`config.mk`:
```
export PLATFORM = sky130hd
export DESIGN_NAME = streaming_quantile_estimator_flat
export DESIGN_NICKNAME = d
export VERILOG_FILES = /design/src/hw/rtl/sqe_pkg.sv /design/src/hw/rtl/sqe_in_if.sv /design/src/hw/rtl/sqe_out_if.sv /design/src/hw/rtl/sqe_div.sv /design/src/hw/rtl/streaming_quantile_estimator.sv /design/src/flat_wrapper.sv
export SDC_FILE = /design/constraint.sdc
export NUM_CORES = 2
export LEC_CHECK = 0
export BUFFER_PORTS_ARGS = -buffer_cell sky130_fd_sc_hd__buf_2
export CAP_MARGIN = 20
export CORE_MARGIN = 2
export CORE_UTILIZATION = 28
export CTS_BUF_LIST = sky130_fd_sc_hd__clkbuf_8
export CTS_CLUSTER_DIAMETER = 120
export DETAILED_ROUTE_END_ITERATION = 12
export PLACE_DENSITY_LB_ADDON = 0.1
export SETUP_SLACK_MARGIN = 0.3
export SYNTH_ARGS = -nofsm -noshare
export SYNTH_HDL_FRONTEND = slang
export SYNTH_SLANG_ARGS = --single-unit
export TNS_END_PERCENT = 50
```
`constraint.sdc`:
```
create_clock -name clk_i -period 19 [get_ports clk_i]
set_input_delay 0.95 -clock clk_i [delete_from_list [all_inputs] [get_ports clk_i]]
set_output_delay 0.95 -clock clk_i [all_outputs]
set_load 0.1 [all_outputs]
```
`src/hw/rtl/sqe_pkg.sv`:
```
package sqe_pkg;

  // Running sum and divider dividend width.
  localparam int unsigned SUM_W = 64;

  // Quantile registers are unsigned Q1.16: one integer bit and 16 fraction bits.
  localparam int unsigned Q_W    = 17;
  localparam int unsigned Q_FRAC = 16;
  localparam logic [Q_W-1:0] QONE = 17'd65536;

  // Configuration register map.
  localparam int unsigned REG_IDX_W = 1;
  localparam logic [REG_IDX_W-1:0] REG_TARGET_Q  = 1'd0;
  localparam logic [REG_IDX_W-1:0] REG_RANGE_THR = 1'd1;

  localparam logic [Q_W-1:0] TARGET_Q_RST  = 17'd32768;
  localparam logic [Q_W-1:0] RANGE_THR_RST = 17'd45875;

  // Quotient bits retired by the divider in each cycle.
  localparam int unsigned DIV_BITS = 2;

endpackage

```
`src/hw/rtl/sqe_in_if.sv`:
```
interface sqe_in_if #(
  parameter int unsigned SAMPLE_WIDTH = 32
);
  logic                           valid;
  logic                           ready;
  logic signed [SAMPLE_WIDTH-1:0] sample;

  modport source (output valid, output sample, input ready);
  modport sink   (input valid, input sample, output ready);
endinterface

```
`src/hw/rtl/sqe_out_if.sv`:
```
interface sqe_out_if #(
  parameter int unsigned SAMPLE_WIDTH = 32
);
  logic                           valid;
  logic                           ready;
  logic signed [SAMPLE_WIDTH-1:0] estimate;
  logic signed [SAMPLE_WIDTH-1:0] step_size;

  modport source (output valid, output estimate, output step_size, input ready);
  modport sink   (input valid, input estimate, input step_size, output ready);
endinterface

```
`src/hw/rtl/sqe_div.sv`:
```
module sqe_div import sqe_pkg::*; #(
  parameter int unsigned COUNT_WIDTH = 32
) (
  input  logic                    clk_i,
  input  logic                    rst_ni,
  input  logic                    start_i,
  input  logic signed [SUM_W-1:0] dividend_i,
  input  logic [COUNT_WIDTH-1:0]  divisor_i,
  output logic                    done_o,
  output logic signed [SUM_W-1:0] quotient_o
);

  localparam int unsigned CW     = COUNT_WIDTH;
  localparam int unsigned ITER   = SUM_W / DIV_BITS;
  localparam int unsigned ITER_W = $clog2(ITER);
  localparam logic [ITER_W-1:0] ITER_LAST = ITER_W'(ITER - 1);

  logic              busy_q;
  logic              done_q;
  logic [ITER_W-1:0] iter_q;
  logic              neg_q;
  logic [CW:0]       rem_q, rem_d;
  logic [SUM_W-1:0]  quo_q, quo_d;
  logic [CW-1:0]     dsr_q;
  logic [SUM_W-1:0]  mag;

  // Work on magnitudes; the divisor is always positive, so the quotient
  // takes the dividend's sign and truncates toward zero.
  assign mag = dividend_i[SUM_W-1] ? SUM_W'(-dividend_i) : SUM_W'(dividend_i);

  always_comb begin
    logic [CW:0]      r;
    logic [SUM_W-1:0] qv;
    r  = rem_q;
    qv = quo_q;
    for (int k = 0; k < DIV_BITS; k++) begin
      r  = {r[CW-1:0], qv[SUM_W-1]};
      qv = {qv[SUM_W-2:0], 1'b0};
      if (r >= {1'b0, dsr_q}) begin
        r     = r - {1'b0, dsr_q};
        qv[0] = 1'b1;
      end
    end
    rem_d = r;
    quo_d = qv;
  end

  always_ff @(posedge clk_i or negedge rst_ni) begin
    if (!rst_ni) begin
      busy_q <= 1'b0;
      done_q <= 1'b0;
      iter_q <= '0;
    end else begin
      done_q <= 1'b0;
      if (start_i) begin
        busy_q <= 1'b1;
        iter_q <= ITER_LAST;
      end else if (busy_q) begin
        if (iter_q == '0) begin
          busy_q <= 1'b0;
          done_q <= 1'b1;
        end else begin
          iter_q <= iter_q - ITER_W'(1);
        end
      end
    end
  end

  always_ff @(posedge clk_i) begin
    if (start_i) begin
      neg_q <= dividend_i[SUM_W-1];
      quo_q <= mag;
      rem_q <= '0;
      dsr_q <= divisor_i;
    end else if (busy_q) begin
      rem_q <= rem_d;
      quo_q <= quo_d;
    end
  end

  assign done_o     = done_q;
  assign quotient_o = neg_q ? -$signed(quo_q) : $signed(quo_q);

endmodule

```
`src/hw/rtl/streaming_quantile_estimator.sv`:
```
// Streaming quantile estimator.
// Samples arrive on smp_i (valid/ready, signed fixed point) and one result
// per sample leaves on res_o: the estimate after that sample and the step
// that was worked out for it. Two registers are written through the plain
// write port: index 0 is the target quantile and index 1 the threshold above
// which the step is the seen range over n-1 rather than twice the mean over
// n-1. Both are Q1.16 and values above one count as one.
// One sample is handled at a time. The first sample after reset goes straight
// to the result without the divider. Later samples run through the shared
// divider, which retires two quotient bits a cycle over a 64-bit dividend:
// one division in range mode and two divisions back to back in mean mode.
// smp_i.ready is high only while idle.
// The result sits in an output register, so a new sample is taken while the
// previous result still waits; if the receiver stalls, the following result
// holds the sequencer until that register is free.
// Reset clears the estimate, sum and counters, sets the largest seen value to
// minus one and the smallest to the most positive value, and reloads the
// register defaults. There is no clearing pass.
module streaming_quantile_estimator import sqe_pkg::*; #(
  parameter int unsigned SAMPLE_WIDTH = 32,
  parameter int unsigned FRAC_BITS    = 16,
  parameter int unsigned COUNT_WIDTH  = 32
) (
  input  logic                 clk_i,
  input  logic                 rst_ni,
  sqe_in_if.sink               smp_i,
  sqe_out_if.source            res_o,
  input  logic                 cfg_we_i,
  input  logic [REG_IDX_W-1:0] cfg_idx_i,
  input  logic [Q_W-1:0]       cfg_wdata_i
);

  localparam int unsigned SW = SAMPLE_WIDTH;
  localparam int unsigned CW = COUNT_WIDTH;
  // The largest seen value must hold minus one even for narrow samples.
  localparam int unsigned MW = (SAMPLE_WIDTH > FRAC_BITS + 1) ? SAMPLE_WIDTH : FRAC_BITS + 1;
  localparam int unsigned PW = CW + Q_W;

  localparam logic signed [SW-1:0] SMAX    = {1'b0, {(SW-1){1'b1}}};
  localparam logic signed [SW-1:0] SMIN    = {1'b1, {(SW-1){1'b0}}};
  localparam logic signed [MW-1:0] MAX_RST = $signed(MW'(0) - (MW'(1) << FRAC_BITS));
  localparam logic signed [SUM_W-1:0] SUM_MAX = {1'b0, {(SUM_W-1){1'b1}}};
  localparam logic signed [SUM_W-1:0] SUM_MIN = {1'b1, {(SUM_W-1){1'b0}}};

  localparam logic [2:0] ST_IDLE  = 3'd0;
  localparam logic [2:0] ST_LOAD  = 3'd1;
  localparam logic [2:0] ST_DIV1  = 3'd2;
  localparam logic [2:0] ST_MID   = 3'd3;
  localparam logic [2:0] ST_DIV2  = 3'd4;
  localparam logic [2:0] ST_APPLY = 3'd5;
  localparam logic [2:0] ST_DONE  = 3'd6;

  function automatic logic signed [SW-1:0] sat_smp(input logic signed [SUM_W:0] v);
    logic signed [SW-1:0] r;
    if (v > (SUM_W+1)'(SMAX)) begin
      r = SMAX;
    end else if (v < (SUM_W+1)'(SMIN)) begin
      r = SMIN;
    end else begin
      r = SW'(v);
    end
    return r;
  endfunction

  function automatic logic [CW-1:0] inc_sat(input logic [CW-1:0] c);
    return (c == '1) ? c : c + CW'(1);
  endfunction

  logic [2:0]              state_q, state_d;
  logic [Q_W-1:0]          tq_q, thr_q;
  logic signed [SW-1:0]    est_q, est_d;
  logic signed [SUM_W-1:0] sum_q, sum_d;
  logic signed [MW-1:0]    max_q, max_d;
  logic signed [SW-1:0]    min_q, min_d;
  logic [CW-1:0]           cnt_q, cnt_d;
  logic [CW-1:0]           below_q, below_d;
  logic [CW-1:0]           above_q, above_d;
  logic                    mode_q, mode_d;
  logic                    le_q, le_d;
  logic [Q_W-1:0]          qsel_q, qsel_d;
  logic signed [SW-1:0]    step_q, step_d;
  logic [PW-1:0]           prod_q, prod_d;

  logic                    out_vld_q;
  logic signed [SW-1:0]    out_est_q, out_step_q;
  logic                    out_load;

  logic                    div_start;
  logic signed [SUM_W-1:0] div_dividend;
  logic [CW-1:0]           div_divisor;
  logic                    div_done;
  logic signed [SUM_W-1:0] div_quot;

  logic signed [SW-1:0]    smp;
  logic [Q_W-1:0]          q_clamp, t_clamp;
  logic signed [SUM_W:0]   sum_wide;
  logic signed [MW:0]      range_wide;
  logic [CW-1:0]           cnt_sel;
  logic [PW-1:0]           lhs;
  logic                    move;
  logic signed [SW:0]      est_wide;

  assign smp      = smp_i.sample;
  assign q_clamp  = (tq_q > QONE) ? QONE : tq_q;
  assign t_clamp  = (thr_q > QONE) ? QONE : thr_q;
  assign sum_wide = (SUM_W+1)'(sum_q) + (SUM_W+1)'(smp);
  assign range_wide = (MW+1)'(max_q) - (MW+1)'(min_q);

  // Counter test against n*q (or n*(1-q)), with the count plus one scaled by one.
  assign cnt_sel  = le_q ? below_q : above_q;
  assign lhs      = {(CW+1)'(cnt_sel) + (CW+1)'(1), {Q_FRAC{1'b0}}};
  assign move     = lhs > prod_q;
  assign est_wide = le_q ? (SW+1)'(est_q) - (SW+1)'(step_q)
                         : (SW+1)'(est_q) + (SW+1)'(step_q);

  always_comb begin
    state_d      = state_q;
    est_d        = est_q;
    sum_d        = sum_q;
    max_d        = max_q;
    min_d        = min_q;
    cnt_d        = cnt_q;
    below_d      = below_q;
    above_d      = above_q;
    mode_d       = mode_q;
    le_d         = le_q;
    qsel_d       = qsel_q;
    step_d       = step_q;
    prod_d       = prod_q;
    div_start    = 1'b0;
    div_dividend = '0;
    div_divisor  = '0;

    case (state_q)
      ST_IDLE: begin
        if (smp_i.valid) begin
          cnt_d = inc_sat(cnt_q);
          if (cnt_q == '0) begin
            est_d   = smp;
            step_d  = '0;
            state_d = ST_DONE;
          end else begin
            // A new minimum does not also update the maximum.
            if (smp < min_q) begin
              min_d = smp;
            end else if (MW'(smp) > max_q) begin
              max_d = MW'(smp);
            end
            if (sum_wide[SUM_W] != sum_wide[SUM_W-1]) begin
              sum_d = sum_wide[SUM_W] ? SUM_MIN : SUM_MAX;
            end else begin
              sum_d = SUM_W'(sum_wide);
            end
            mode_d  = q_clamp > t_clamp;
            le_d    = smp <= est_q;
            qsel_d  = (smp <= est_q) ? q_clamp : QONE - q_clamp;
            state_d = ST_LOAD;
          end
        end
      end
      ST_LOAD: begin
        prod_d    = PW'(cnt_q) * PW'(qsel_q);
        div_start = 1'b1;
        if (mode_q) begin
          div_dividend = SUM_W'(range_wide);
          div_divisor  = cnt_q - CW'(1);
        end else begin
          div_dividend = sum_q;
          div_divisor  = cnt_q;
        end
        state_d = ST_DIV1;
      end
      ST_DIV1: begin
        if (div_done) begin
          if (mode_q) begin
            step_d  = sat_smp((SUM_W+1)'(div_quot));
            state_d = ST_APPLY;
          end else begin
            state_d = ST_MID;
          end
        end
      end
      ST_MID: begin
        // Mean over n is now held in the divider; divide it by n-1.
        div_start    = 1'b1;
        div_dividend = div_quot;
        div_divisor  = cnt_q - CW'(1);
        state_d      = ST_DIV2;
      end
      ST_DIV2: begin
        if (div_done) begin
          step_d  = sat_smp($signed({div_quot, 1'b0}));
          state_d = ST_APPLY;
        end
      end
      ST_APPLY: begin
        if (move) begin
          if (est_wide[SW] != est_wide[SW-1]) begin
            est_d = est_wide[SW] ? SMIN : SMAX;
          end else begin
            est_d = SW'(est_wide);
          end
        end
        if (le_q == move) begin
          above_d = inc_sat(above_q);
        end else begin
          below_d = inc_sat(below_q);
        end
        state_d = ST_DONE;
      end
      ST_DONE: begin
        if (!out_vld_q || res_o.ready) begin
          state_d = ST_IDLE;
        end
      end
      default: begin
        state_d = ST_IDLE;
      end
    endcase
  end

  always_ff @(posedge clk_i or negedge rst_ni) begin
    if (!rst_ni) begin
      state_q <= ST_IDLE;
      tq_q    <= TARGET_Q_RST;
      thr_q   <= RANGE_THR_RST;
      est_q   <= '0;
      sum_q   <= '0;
      max_q   <= MAX_RST;
      min_q   <= SMAX;
      cnt_q   <= '0;
      below_q <= '0;
      above_q <= '0;
      mode_q  <= 1'b0;
      le_q    <= 1'b0;
      qsel_q  <= '0;
      step_q  <= '0;
      prod_q  <= '0;
    end else begin
      state_q <= state_d;
      est_q   <= est_d;
      sum_q   <= sum_d;
      max_q   <= max_d;
      min_q   <= min_d;
      cnt_q   <= cnt_d;
      below_q <= below_d;
      above_q <= above_d;
      mode_q  <= mode_d;
      le_q    <= le_d;
      qsel_q  <= qsel_d;
      step_q  <= step_d;
      prod_q  <= prod_d;
      if (cfg_we_i) begin
        case (cfg_idx_i)
          REG_TARGET_Q:  tq_q  <= cfg_wdata_i;
          REG_RANGE_THR: thr_q <= cfg_wdata_i;
          default: ;
        endcase
      end
    end
  end

  assign out_load = (state_q == ST_DONE) && (!out_vld_q || res_o.ready);

  always_ff @(posedge clk_i or negedge rst_ni) begin
    if (!rst_ni) begin
      out_vld_q <= 1'b0;
    end else if (out_load) begin
      out_vld_q <= 1'b1;
    end else if (res_o.ready) begin
      out_vld_q <= 1'b0;
    end
  end

  always_ff @(posedge clk_i) begin
    if (out_load) begin
      out_est_q  <= est_q;
      out_step_q <= step_q;
    end
  end

  sqe_div #(
    .COUNT_WIDTH (COUNT_WIDTH)
  ) u_div (
    .clk_i      (clk_i),
    .rst_ni     (rst_ni),
    .start_i    (div_start),
    .dividend_i (div_dividend),
    .divisor_i  (div_divisor),
    .done_o     (div_done),
    .quotient_o (div_quot)
  );

  assign smp_i.ready     = (state_q == ST_IDLE);
  assign res_o.valid     = out_vld_q;
  assign res_o.estimate  = out_est_q;
  assign res_o.step_size = out_step_q;

`ifndef SYNTH
  a_one_item_at_a_time: assert property (@(posedge clk_i) disable iff (!rst_ni)
    smp_i.valid && smp_i.ready |=> !smp_i.ready)
    else $error("sample accepted while the previous one is still in work");

  a_div_done_when_waited: assert property (@(posedge clk_i) disable iff (!rst_ni)
    div_done |-> (state_q == ST_DIV1 || state_q == ST_DIV2))
    else $error("divider finished outside a division wait state");

  a_divisor_nonzero: assert property (@(posedge clk_i) disable iff (!rst_ni)
    div_start |-> div_divisor != '0)
    else $error("divider started with a zero divisor");

  a_result_handed_over: assert property (@(posedge clk_i) disable iff (!rst_ni)
    out_load |=> res_o.valid && state_q == ST_IDLE)
    else $error("finished item not moved to the output register");
`endif

endmodule

```
`src/flat_wrapper.sv`:
```
// flat-port wrapper written by rule: the top's interface ports become plain ports
module streaming_quantile_estimator_flat import sqe_pkg::*;
#(
  parameter int unsigned SAMPLE_WIDTH = 32,
  parameter int unsigned FRAC_BITS    = 16,
  parameter int unsigned COUNT_WIDTH  = 32
)
  (clk_i, rst_ni, cfg_we_i, cfg_idx_i, cfg_wdata_i, smp_i_valid, smp_i_sample, smp_i_ready, res_o_valid, res_o_estimate, res_o_step_size, res_o_ready);
  sqe_in_if #(.SAMPLE_WIDTH(SAMPLE_WIDTH)) smp_i_i ();
  sqe_out_if #(.SAMPLE_WIDTH(SAMPLE_WIDTH)) res_o_i ();
  input  logic clk_i;
  input  logic rst_ni;
  input  logic cfg_we_i;
  input  logic [REG_IDX_W-1:0] cfg_idx_i;
  input  logic [Q_W-1:0] cfg_wdata_i;
  input wire logic [$bits(smp_i_i.valid)-1:0] smp_i_valid;
  input wire logic [$bits(smp_i_i.sample)-1:0] smp_i_sample;
  output wire logic [$bits(smp_i_i.ready)-1:0] smp_i_ready;
  output wire logic [$bits(res_o_i.valid)-1:0] res_o_valid;
  output wire logic [$bits(res_o_i.estimate)-1:0] res_o_estimate;
  output wire logic [$bits(res_o_i.step_size)-1:0] res_o_step_size;
  input wire logic [$bits(res_o_i.ready)-1:0] res_o_ready;
  assign smp_i_i.valid = smp_i_valid;
  assign smp_i_i.sample = smp_i_sample;
  assign smp_i_ready = smp_i_i.ready;
  assign res_o_valid = res_o_i.valid;
  assign res_o_estimate = res_o_i.estimate;
  assign res_o_step_size = res_o_i.step_size;
  assign res_o_i.ready = res_o_ready;
  streaming_quantile_estimator #(.SAMPLE_WIDTH(SAMPLE_WIDTH), .FRAC_BITS(FRAC_BITS), .COUNT_WIDTH(COUNT_WIDTH)) u_core (.clk_i(clk_i), .rst_ni(rst_ni), .smp_i(smp_i_i), .res_o(res_o_i), .cfg_we_i(cfg_we_i), .cfg_idx_i(cfg_idx_i), .cfg_wdata_i(cfg_wdata_i));
endmodule
```
==> results by group <==
Worst setup path
  – R2R depth: 27
  – Worst r2r src: u_core.u_div.dsr_q[1]
  – CP endpoint kind: register
  – Worst Path Buf+Inv: 4
  – CP max stage cell: a221oi_4
  – CP required: 19.82 ns
  – CP max stage delay: 0.82 ns
  – Top delay family on crit path: compound AO/OA/AOI/OAI gates
  – R2R setup slack: between 10 and 15 ns
  – Critical path arrival: 9.11 ns
  – Worst R2R End: u_core.u_div.rem_q[0]
  – Crit Path Max Fanout: between 50 and 60
  – CP startpoint kind: register
  – Critical path class: reg -> reg

STA
  – Max-slew violations: 0
  – Period utilization: 0.4364
  – Max Clock Freq: 120.6 MHz
  – Finish-stage setup viols: 0
  – Fin crit period: 8.293 ns
  – Worst Skew: between 0.1 and 0.15 ns
  – Max-slew headroom: 0.2502
  – Post-route setup TNS: 0 ns
  – Fin Hold WS: 0.08019 ns
  – RSZ-0062 raised after global routing: false
  – Worst-Margin Slew: 1.125 ns
  – Final hold viol count: 0

Synthesis
  – Synth Area in XOR/XNOR: 0.06647
  – Simple-gate area share of the yosys netlist: 0.1853
  – Most common cell in the netlist: nand2_1
  – EDFF count, synth: 161
  – Ys async rst share: 0.6751
  – Post-synthesis adder-cell area fraction: 0.2360
  – Netlist Area Pre-Place: 63490 um2
  – Seq cells post-synth: 594
  – Mapped Nets: 8378
  – Seq/Total Area, Yosys: 0.2454
  – Mux cell area share after synthesis: 0.03240
  – Count of different cell masters after synthesis: approximately 100
  – Dominant cell type by area after synthesis: fa_1
  – Syn Area/Cell: around 8.6 um2
  – Synth top cells by count: 852 x nand2_1, 818 x inv_1, 492 x nor2_1
  – Largest cells by area after synthesis: fa_1 14%, dfrtp_1 14%, ha_1 9.3%
  – Cells after Synth: 7398
  – Primary FF master, synth: dfrtp_1
  – Main combinational cell family by area after synthesis: adder cells
  – Synth top area share: 0.1432
  – Synth warnings: 0
  – Synth Area in Compound Gates: 0.1629

Clocking
  – Skew-Pair Late Insertion Delay: 0.97 ns
  – Hold bufs inserted after CTS: 0
  – Num Clock Sinks: 594
  – Post-CTS resize count: 0
  – CTS tree: done
  – Number of post-CTS setup repair buffers: 0
  – Clock Pin Slew Worst Setup and Hold Paths: 0.06 ns
  – CTS Root Cell: clkbuf_8
  – Clock buffer count from CTS: 120
  – H-tree levels: 3
  – Max Buffers Root-to-Sink: 3

Global route
  – Pin count of the biggest net entering global routing: 105
  – Gr ovfl total: 0
  – GRT Util Overall: 0.1981
  – Global-route wire length before repair: 351.4 mm
  – Initial antenna violation count: 16
  – Vias in the first global route: 55070

Routing
  – Wirelength per Cell: 21.86 um
  – Vias per cell: roughly 5.1
  – Total wire length: 229.0 mm
  – DRT Pass-1 Iters: 6
  – Drt initial violations: 3377
  – Final ANT Viol Nets: 0
  – Residual DRC: 0
  – Via Count: 53240

Pwr
  – Internal Power: 5.735 mW
  – Logic pwr share: 0.680
  – P per Cell Area: 173.7 nW/um2
  – Sw Ratio: 0.5289
  – LEAKAGE: 31.47 nW
  – Max IR drop VDD: 0.1479 mV
  – Sequential share of power: 0.202
  – Clock share of power: 0.117
  – Final Power: 12.17 mW
  – Psw: 6.439 mW

Die
  – Die area: approximately 230000 um2
  – Chip width: 480.2 um
  – Die Y: 480.2 um
  – Starting Density: 0.2820
  – Area of the core: 225100 um2
  – Row count: 174
  – Ports: 121

Layout
  – Share of layout cells above drive strength 1: 0.09344
  – Nets: 8356
  – Largest regs: u_core.sum_q: 64 flops, u_core.u_div.quo_q: 64 flops, u_core.prod_q: 49 flops
  – Synth-to-Final Area Change: 10.40%

Placed design
  – Final HPWL DP: 174.1 mm
  – RePlAce Congestion: around 0.9
  – I/O Buffers: 120

Worst hold path
  – HP Class: in -> async

Run
  – Max Cap Viol: 0

Status
  – Status: complete, no violations
-- layout by cell type, fill, tap and decap left out, drive strengths merged, types with 26 or more instances in the layout --
cell type | synthesis | routed
a221oi | 41 | 41
edfxtp | 161 | 161
nand4 | 116 | 116
ha | 471 | 471
and3 | 61 | 61
a211oi | 29 | 29
nand2b | 46 | 46
or2 | 39 | 39
inv | 818 | 862
nand3 | 131 | 131
dfrtp | 344 | 344
o31ai | 49 | 49
a21o | 215 | 215
xnor2 | 280 | 280
nor4 | 75 | 75
buf | 45 | 235
a21oi | 390 | 390
dfstp | 57 | 57
nor2b | 53 | 53
o41ai | 26 | 26
clkbuf | 335 | 139
o21bai | 37 | 37
xor2 | 201 | 201
a31oi | 52 | 52
clkinv | 4 | 43
nor2 | 492 | 492
o211ai | 51 | 51
o21ai | 353 | 353
fa | 454 | 454
o22a | 55 | 55
nand2 | 852 | 852
o21a | 66 | 66
or3 | 70 | 70
nor3 | 144 | 144
dfxtp | 32 | 32
and2 | 246 | 246
mux2i | 75 | 75
o22ai | 34 | 34
or4 | 36 | 36
mux2 | 116 | 116
-- cell type report --
type                            count  area [um2]
Clock buffer                      138        1899
Sequential cell                   594       15590
Fill cell                       24080      155000
Antenna cell                        3       7.507
Tap cell                         2992        3744
Timing Repair Buffer              236        1594
Inverter                          822        3085
Clock inverter                     89       603.1
Multi-Input combinational cell   5602       43560
-- power by group through the flow --
stage | Clock, mW | Combinational [mW] | Sequential [mW]
floorplan | 0 | 5.85 | 2.35
global placement | 0 | 8.23 | 2.50
detailed placement | 0 | 8.24 | 2.48
CTS | 1.49 | 8.30 | 2.46
global route | 1.53 | 9.20 | 2.53
finish | 1.43 | 8.28 | 2.46
-- cells by family after synthesis --
| family | count (synthesis) |
|---|---|
| AOI/OAI and AO/OA | 1578 |
| xor gates and xnor gates | 481 |
| adders and majority gates | 925 |
| buffers and inverters | 1202 |
| DFF | 594 |
| muxes | 191 |
| and+or+nand+nor | 2427 |
-- how the worst max path moves through the flow --
stage	to	cells past startpoint	slack [ns]	from
floorplan	u_core.above_q[22]	30	11.55	u_core.le_q
global placement	u_core.u_div.rem_q[0]	27	10.76	u_core.u_div.dsr_q[1]
detailed placement	u_core.u_div.rem_q[0]	27	10.72	u_core.u_div.dsr_q[1]
CTS	u_core.u_div.rem_q[0]	27	10.70	u_core.u_div.dsr_q[1]
global route	u_core.u_div.rem_q[0]	27	10.18	u_core.u_div.dsr_q[1]
finish	u_core.u_div.rem_q[0]	27	10.71	u_core.u_div.dsr_q[1]
-- per-stage QoR --
stage / setup WS (ns) / cell area, um2 / instances / util
detailed placement: 10.72 / 67490 / 10240 / 0.2998
finish: 10.71 / 70090 / 10480 / 0.3114
global route: 10.18 / 70090 / 10480 / 0.3113
global placement: 10.76 / 67380 / 10240 / 0.2993
floorplan: 11.55 / 63490 / 7398 / -
CTS: 10.70 / 69990 / 10470 / 0.3109
-- per-layer routing --
metal  GRT usage  vias to the layer above  wire length (um)
met5           0                        -                 0
met4     0.05975                        0              6838
met3     0.01906                      295              7862
met2      0.3263                     1079            105700
met1      0.2735                    26560            108600
li1            -                    25310                 -
-- worst reg2reg max path, stage by stage (launching register included) --
cell      delay [ns]
edfxtp_1        0.36
inv_1           0.18
ha_1            0.28
nor2b_1         0.15
o31a_1          0.29
o311ai_0        0.55
a21oi_1         0.19
a32oi_1         0.24
a21oi_1         0.11
buf_4           0.18
or4_1           0.47
a31o_2          0.24
buf_4           0.33
a21oi_1         0.44
ha_1            0.32
nor2b_1         0.16
o31a_1          0.29
or3_1           0.41
a21o_1          0.20
a21o_1          0.22
o211ai_1        0.25
a21boi_0        0.15
o21ai_0         0.16
nand2b_1        0.15
a221oi_4        0.82
buf_4           0.55
mux2_2          0.40
o21ai_0         0.13
(Power assumes the default switching activity.)
